<file path="src/hdl/pidc_pkg.sv">
// Shared types and constants for the discrete PID controller step block.
package pidc_pkg;

  localparam int GAIN_W  = 24;
  localparam int ERR_W   = 32;
  localparam int SUM_W   = 48;
  localparam int OUT_W   = 32;
  localparam int CFG_IDX_W = 3;

  typedef enum logic [CFG_IDX_W-1:0] {
    REG_PROP_GAIN        = 3'd0,
    REG_INTEGRAL_RECIP   = 3'd1,
    REG_INTEGRAL_ENABLE  = 3'd2,
    REG_DERIV_GAIN       = 3'd3,
    REG_SCALE_BEFORE_SUM = 3'd4
  } reg_index_t;

  localparam logic OP_STEP  = 1'b0;
  localparam logic OP_CLEAR = 1'b1;

  typedef struct packed {
    logic [GAIN_W-1:0] prop_gain;
    logic [GAIN_W-1:0] integral_recip_gain;
    logic              integral_enable;
    logic [GAIN_W-1:0] deriv_gain;
    logic              scale_before_sum;
  } cfg_t;

  typedef struct packed {
    logic                    opcode;
    logic signed [ERR_W-1:0] error_sample;
  } step_item_t;

  typedef struct packed {
    logic signed [OUT_W-1:0] control_value;
    logic                    saturated;
  } result_item_t;

  localparam logic signed [SUM_W-1:0] SUM_MAX = {1'b0, {(SUM_W-1){1'b1}}};
  localparam logic signed [SUM_W-1:0] SUM_MIN = {1'b1, {(SUM_W-1){1'b0}}};
  localparam logic signed [OUT_W-1:0] OUT_MAX = {1'b0, {(OUT_W-1){1'b1}}};
  localparam logic signed [OUT_W-1:0] OUT_MIN = {1'b1, {(OUT_W-1){1'b0}}};

endpackage

</file>
<file path="src/hdl/pidc_cfg.sv">
// Configuration register file for the PID controller step block.
module pidc_cfg (
  input  logic                            clk,
  input  logic                            rst,
  input  logic                            cfg_valid,
  input  logic [pidc_pkg::CFG_IDX_W-1:0]  cfg_index,
  input  logic [pidc_pkg::GAIN_W-1:0]     cfg_data,
  output pidc_pkg::cfg_t                  cfg
);
  import pidc_pkg::*;

  always_ff @(posedge clk) begin
    if (rst) begin
      cfg <= '0;
    end else if (cfg_valid) begin
      unique case (reg_index_t'(cfg_index))
        REG_PROP_GAIN:        cfg.prop_gain           <= cfg_data;
        REG_INTEGRAL_RECIP:   cfg.integral_recip_gain <= cfg_data;
        REG_INTEGRAL_ENABLE:  cfg.integral_enable     <= cfg_data[0];
        REG_DERIV_GAIN:       cfg.deriv_gain          <= cfg_data;
        REG_SCALE_BEFORE_SUM: cfg.scale_before_sum    <= cfg_data[0];
        default: ;
      endcase
    end
  end

endmodule

</file>
<file path="config.mk">
export PLATFORM = sky130hd
export DESIGN_NAME = pidc_cfg
export DESIGN_NICKNAME = d
export VERILOG_FILES = /design/src/hdl/pidc_pkg.sv /design/src/hdl/pidc_cfg.sv
export SDC_FILE = /design/constraint.sdc
export NUM_CORES = 1
export LEC_CHECK = 0
export BUFFER_PORTS_ARGS = -buffer_cell sky130_fd_sc_hd__buf_4
export CAP_MARGIN = 20
export CORE_MARGIN = 10
export CORE_UTILIZATION = 29
export DETAILED_ROUTE_END_ITERATION = 7
export SLEW_MARGIN = 20
export SYNTH_ARGS = -nofsm -noshare
export SYNTH_HDL_FRONTEND = slang
export SYNTH_SLANG_ARGS = --single-unit
</file>
<file path="constraint.sdc">
create_clock -name clk -period 1.45 [get_ports clk]
set_clock_uncertainty 0.05 [all_clocks]
set_input_delay 0.0725 -clock clk [delete_from_list [all_inputs] [get_ports clk]]
set_output_delay 0.0725 -clock clk [all_outputs]
set_load 0.005 [all_outputs]
</file>
==> results of run 1 <==
## cells by family (layout without fill, tap and decap cells)
group / Yosys count / in the layout
buffers and inverters: 18 / 146
DFF: 74 / 74
muxes: 74 / 74
and+or+nand+nor: 105 / 105
## metal layers
layer,up-vias,track usage (%),share of wire [%],wire length [µm]
met3,8,4.302,8.1,655
met2,70,16.79,46,3666
met5,-,0,0,0
li1,1155,-,-,-
met4,0,4.471,1.2,96
met1,1066,12.83,45,3620
## worst paths after layout
kind,from,end,slack (ps),cells after the start
worst min register to register,cfg[39],cfg[39],430,2
worst max-delay path,cfg[37],cfg[37],500,1
worst min-delay path,cfg_data[19],cfg[20],20,3
worst max register to register,cfg[32],cfg[32],770,2
## placed cells by master (no fill, tap or decap), drive strengths merged
master         n
dlygate4sd3   18
clkbuf        11
nand2b        98
and4bb         1
mux2i         74
dfxtp         74
bufinv         3
nand4bb        1
buf          112
nor4bb         2
nor4b          1
or4b           1
clkinv         2
nand4b         1
## power by group through the flow
stage,logic (mW),registers (mW),clock network [mW]
final,0.412,2.10,1.98
after global routing,0.452,2.11,2.15
after CTS,0.421,2.10,2.04
after detailed placement,0.381,2.15,0
after global placement,0.375,2.15,0
after floorplan,0.175,2.15,0
## through the flow
| step | setup slack (ps) | hold WS [ps] |
|---|---|---|
| 6_report | 498.2 | 15.46 |
| 5_1_grt | 422.7 | 12.46 |
| 4_1_cts | 472.1 | 0.09259 |
| 3_5_place_dp | 174.1 | 345.3 |
| 3_3_place_gp | 190.7 | 334.8 |
| 2_1_floorplan | 409.1 | 215.3 |
## layout make-up
class | count | share of cell area [%]
repair buffers | 130 | 24.18
well taps | 136 | 3.842
clock buffers | 11 | 3.418
clock inverters | 5 | 2.260
flip-flops and latches | 74 | 33.45
multi-input cells | 179 | 32.85
==> metrics.md, run 1 <==
| Metric | Value |
|---|---|
| Synth unique cells | 13 |
| Arr. time, crit path | 830 ps |
| Leak pwr | 2.111 nW |
| Part of the power in registers | 46.8% |
| CP required | 1330 ps |
| RSZ-0062 raised after global routing | no |
| # diodes | 0 |
| Share of post-route cells with drive strength above 1 | 32.83% |
| Switching share of power | 20.84% |
| Sequential share of the synthesized area | 49.15% |
| Initial antenna violation count | 0 |
| Ports | 104 |
| Yosys warning count | 0 |
| Post-layout nets | 424 |
| Family with the most delay on the worst path | flip-flops |
| Cells after DPL | 501 |
| Vias in the first global route | 2440 |
| Core area | 10230 µm² |
| Register area | 1481 µm² |
| Wire per inst | 15.02 µm |
| Peak VDD IR | 0.4934 mV |
| Max-cap violations | 0 |
| Slew headroom | 74.75% |
| Sw power | 0.9366 mW |
| Multiplexer area fraction after synthesis | 24.57% |
| Clock sink total | 74 |
| CTS tree | done |
| Synth Flop Type | dfxtp_1 |
| Compound-Gate Fraction of Synth Area | 0% |
| Setup bufs post-CTS | 0 |
| Mean Syn Cell Area | 11.12 µm² |
| DRT Wirelength | 8038 µm |
| Root Buffer | clkbuf_8 |
| Tcrit/Tclk final | 65.64% |
| Largest family of logic cells by synthesized area | multiplexers |
| Comb pwr share | 9.2% |
| CTS HTree Levels | 3 |
| # fillers | 987 |
| Max frequency | 1051 MHz |
| Setup violators final | 0 |
| #FFs+latches synth | 74 |
| Hold_buf cts | 18 |
| Critical-path cell list | buf_4 |
| Pwr dens | 1015 nW/µm² |
| Clk pwr share | 44.1% |
| Initial core utilization | 29.46% |
| CP Buf/Inv Count | 1 |
| Final Wtd Congestion | 0.6903 |
| Die Ht | 122.0 µm |
| Fraction of registers with async set/reset | 0% |
| Grt total ovfl | 0 |
| First-pass GRT wire length | 12670 µm |
| Drt initial violations | 72 |
| Post-route antenna net violation count | 0 |
| Count of final max-slew check failures | 0 |
| Hold/Removal Path Class | in2reg |
| Area leader, netlist | dfxtp_1 |
| Final Power | 4.494 mW |
| Slew @ Worst Pin | 373.7 ps |
| Design area | 4429 µm² |
| Post-CTS sizing | 0 |
| Status | finished clean |
| Pin count of the biggest net entering global routing | 41 |
| Int Pwr | 3.557 mW |
| TNS Setup | 0 ps |
| Synth top area share | 49.15% |
| Post-route insts no fill | 535 |
| EDFF count, synth | 0 |
| Post-synth top cells | 98 x nand2b_1, 74 x dfxtp_1, 74 x mux2i_1, 10 x clkbuf_1, 5 x buf_2 |
| Worst skew pair latency | 340 ps |
| GRT Util Overall | 10.74% |
| Num rows | 37 |
| DIE AREA | 14870 µm² |
| Biggest register | cfg |
| Worst Setup Start Kind | register |
| Drt first pass iters | 4 |
| Final Util | 43.29% |
| Simple-Gate Fraction of Synth Area | 23.20% |
| P&R area growth vs syn | 46.95% |
| Synthesized cell area | 3014 µm² |
| Crit path time final | 951.8 ps |
| Critical path endpoint category | primary output |
| Top-count cell post-synth | nand2b_1 |
| Largest registers | cfg x74 |
| Syn_nets | 301 |
| Top post-synthesis cells by area | dfxtp_1 49%, mux2i_1 25%, nand2b_1 20% |
| Clock-pin slew on the worst setup and hold paths | 70 ps |
| CTS Buf Count | 9 |
| Cells after Synth | 271 |
| Post-DP Area | 3998 µm² |
| Area used by multi-input combinational logic | 1455 µm² |
| Crit-path max cell delay | 370 ps |
| Slowest-stage cell, CP | dfxtp_1 |
| Fin. Hold Viols | 0 |
| Xor and xnor area share after synthesis | 0% |
| Max reg flops | 74 |
| Detailed-route via count | 2299 |
| IO Port Bufs | 103 |
| Synth Area in Adders | 0% |
| CP max FO | 2 |
| Drt drc | 0 |
| Hpwl dp | 5796 µm |
| Vias/cell | 4.297 |
| Die X | 122.0 µm |
| Clock Tree Buf Depth | 2 |
| CP Class | reg2out |
No activity file was read; power rests on OpenSTA's default activity.
==> run 2: changes to the inputs <==
==> constraint.sdc (replaced) <==
create_clock -name clk -period 0.8 [get_ports clk]
set_clock_uncertainty 0.05 [all_clocks]
set_input_delay 0.04 -clock clk [delete_from_list [all_inputs] [get_ports clk]]
set_output_delay 0.04 -clock clk [all_outputs]
set_load 0.005 [all_outputs]
==> run 2 against run 1 <==
Net effect:
- the run now ends with setup timing left
- sequential share of layout area is 2.7 points lower
- combinational power is 130% higher
- cell area is 16% higher
- clock-buffer cell count stayed put
- global-route usage is 0.71 points higher
- non-clock buffer count is 26 higher
- register-to-register slack worse by 740 ps
- via count is 3.5% higher
- total power is 78% higher
==> metrics.md, run 2 (synthesized netlist as in run 1, its figures left out) <==
| Metric | Value |
|---|---|
| Clock Tree Buf Depth | 2 (unchanged) |
| Critical path endpoint category | register (was primary output) |
| First-pass GRT wire length | 13570 µm (was 12670 µm) |
| CP max FO | 7 (was 2) |
| DIE AREA | 14870 µm² (unchanged) |
| Max reg flops | 74 (unchanged) |
| IO Port Bufs | 103 (unchanged) |
| WL met3 | 651 µm (was 655 µm) |
| P&R area growth vs syn | 69.90% (was 46.95%) |
| Hold/Removal Path Class | in2reg (unchanged) |
| Setup violators final | 98 (was 0) |
| Peak VDD IR | 0.8799 mV (was 0.4934 mV) |
| Met1 wire length | 3958 µm (was 3620 µm) |
| Die Ht | 122.0 µm (unchanged) |
| Vias/cell | 4.241 (was 4.297) |
| Most common cell after layout, fill and taps aside | nand2b_1 (was buf_4) |
| Detailed-route via count | 2379 (was 2299) |
| FF-to-FF path depth | 3 (was 2) |
| Clock sink total | 74 (unchanged) |
| DRT Wirelength | 8846 µm (was 8038 µm) |
| Slew @ Worst Pin | 365.3 ps (was 373.7 ps) |
| RSZ-0062 raised after global routing | yes (was no) |
| Pwr dens | 1559 nW/µm² (was 1015 nW/µm²) |
| Violated checks | setup timing |
| Biggest register | cfg (unchanged) |
| CP Class | in2reg (was reg2out) |
| Arr. time, crit path | 1090 ps (was 830 ps) |
| TNS Setup | -5889 ps (was 0 ps) |
| Ports | 104 (unchanged) |
| Hpwl dp | 5750 µm (was 5796 µm) |
| Final Wtd Congestion | 0.7221 (was 0.6903) |
| Final WS setup | -85.56 ps (was 498.2 ps) |
| Max-cap violations | 0 (unchanged) |
| Drt first pass iters | 4 (unchanged) |
| Worst Setup Start Kind | input port (was register) |
| Count of final max-slew check failures | 0 (unchanged) |
| Leak pwr | 2.367 nW (was 2.111 nW) |
| Tcrit/Tclk final | 110.7% |
| Largest registers | cfg x74 (unchanged) |
| Fin. Hold Viols | 0 (unchanged) |
| Final Util | 50.06% (was 43.29%) |
| Cells after DPL | 505 (was 501) |
| Post-route insts no fill | 561 (was 535) |
| Final Power | 7.986 mW (was 4.494 mW) |
| CTS Buf Count | 9 (unchanged) |
| Num rows | 37 (unchanged) |
| Crit path time final | 885.6 ps |
| Drt initial violations | 59 (was 72) |
| Launch point of the worst hold path | cfg_data[0] (was cfg_data[19]) |
| Reg-to-reg slack, setup | 30 ps (was 770 ps) |
| Die X | 122.0 µm (unchanged) |
| Initial core utilization | 29.46% (unchanged) |
| Core area | 10230 µm² (unchanged) |
| R2r endpoint | cfg[68] (was cfg[32]) |
| Initial antenna violation count | 0 (unchanged) |
| Hold EP | cfg[26] (was cfg[20]) |
| FF-to-FF Start | cfg[68] (was cfg[32]) |
| Most frequent cells in the layout | 98 x nand2b_1, 80 x buf_6, 74 x dfxtp_2, 72 x mux2i_1, 41 x buf_4 (was 108 x buf_4, 98 x nand2b_1, 74 x mux2i_1, 74 x dfxtp_1, 18 x dlygate4sd3_1) |
| Clock-pin slew on the worst setup and hold paths | 80 ps (was 70 ps) |
| CP required | 1000 ps (was 1330 ps) |
| Worst skew pair latency | 340 ps (about the same) |
| CTS tree | done (unchanged) |
| Post-Place Worst Slack | -374.5 ps (was 174.1 ps) |
| Status | finished, violations left (was finished clean) |
| Wire per inst | 15.77 µm (was 15.02 µm) |
| Pin count of the biggest net entering global routing | 55 (was 41) |
| Max frequency | 1129 MHz |
| CTS HTree Levels | 3 (unchanged) |
| Post-route antenna net violation count | 0 (unchanged) |
| Slew headroom | 75.32% (was 74.75%) |
| Vias in the first global route | 2556 (was 2440) |
| DR top layer | met4 (unchanged) |
| Drt drc | 0 (unchanged) |
| Grt total ovfl | 0 (unchanged) |
| Met2 Routed Length | 4110 µm (was 3666 µm) |
| # diodes | 0 (unchanged) |
| Worst hold stages | 3 (unchanged) |
| GRT Util Overall | 11.45% (was 10.74%) |
| Post-DP Area | 4069 µm² (was 3998 µm²) |
| Share of post-route cells with drive strength above 1 | 53.65% (was 32.83%) |
| Final hold slack | 60.79 ps (was 15.46 ps) |
| Root Buffer | clkbuf_8 (unchanged) |
| Post-layout nets | 450 (was 424) |
| Design area | 5121 µm² (was 4429 µm²) |
-- run 2: critical path, stage by stage --
cell and delay (ps):
buf_8 100, buf_12 120, nor4b_4 290, buf_6 170, buf_12 140, mux2i_2 220
-- run 2: routing by layer --
metal	track usage, %	up-vias
li1	-	1195
met5	0	-
met4	4.247	0
met3	3.932	10
met1	13.21	1104
met2	19.18	70
-- run 2: layout make-up --
type | count | area, µm²
Tap cell | 136 | 170.2
Timing Repair Buffer | 156 | 1692
Clock inverter | 5 | 77.57
Multi-Input combinational cell | 179 | 1466
Clock buffer | 11 | 141.4
Sequential cell | 74 | 1574
Fill cell | 913 | 5110
-- run 2: worst max-delay path by stage --
| stage | start | to | slack (ps) | cells past startpoint |
|---|---|---|---|---|
| after floorplan | cfg_index[0] | cfg[63] | -190 | 3 |
| after global routing | cfg_index[1] | cfg[48] | -140 | 6 |
| final | cfg_index[1] | cfg[53] | -90 | 6 |
| after CTS | cfg[2] | cfg[2] | -110 | 1 |
| after global placement | cfg_index[0] | cfg[65] | -360 | 3 |
| after detailed placement | cfg_index[0] | cfg[66] | -370 | 3 |
-- run 2: report_power, final --
part	total (mW)	switching [mW]	internal, mW
Combinational	0.939	0.331	0.608
Clock	3.21	1.38	1.83
Sequential	3.84	0.0619	3.78
-- run 2: repair_timing --
item,CTS,global route
endpoints found under the setup margin,81,111
resized for setup,154,5
gates cloned,1,2
endpoints found under the hold margin,66,0
buffers inserted,9,5
hold buffers,23,0
pin swaps,2,1
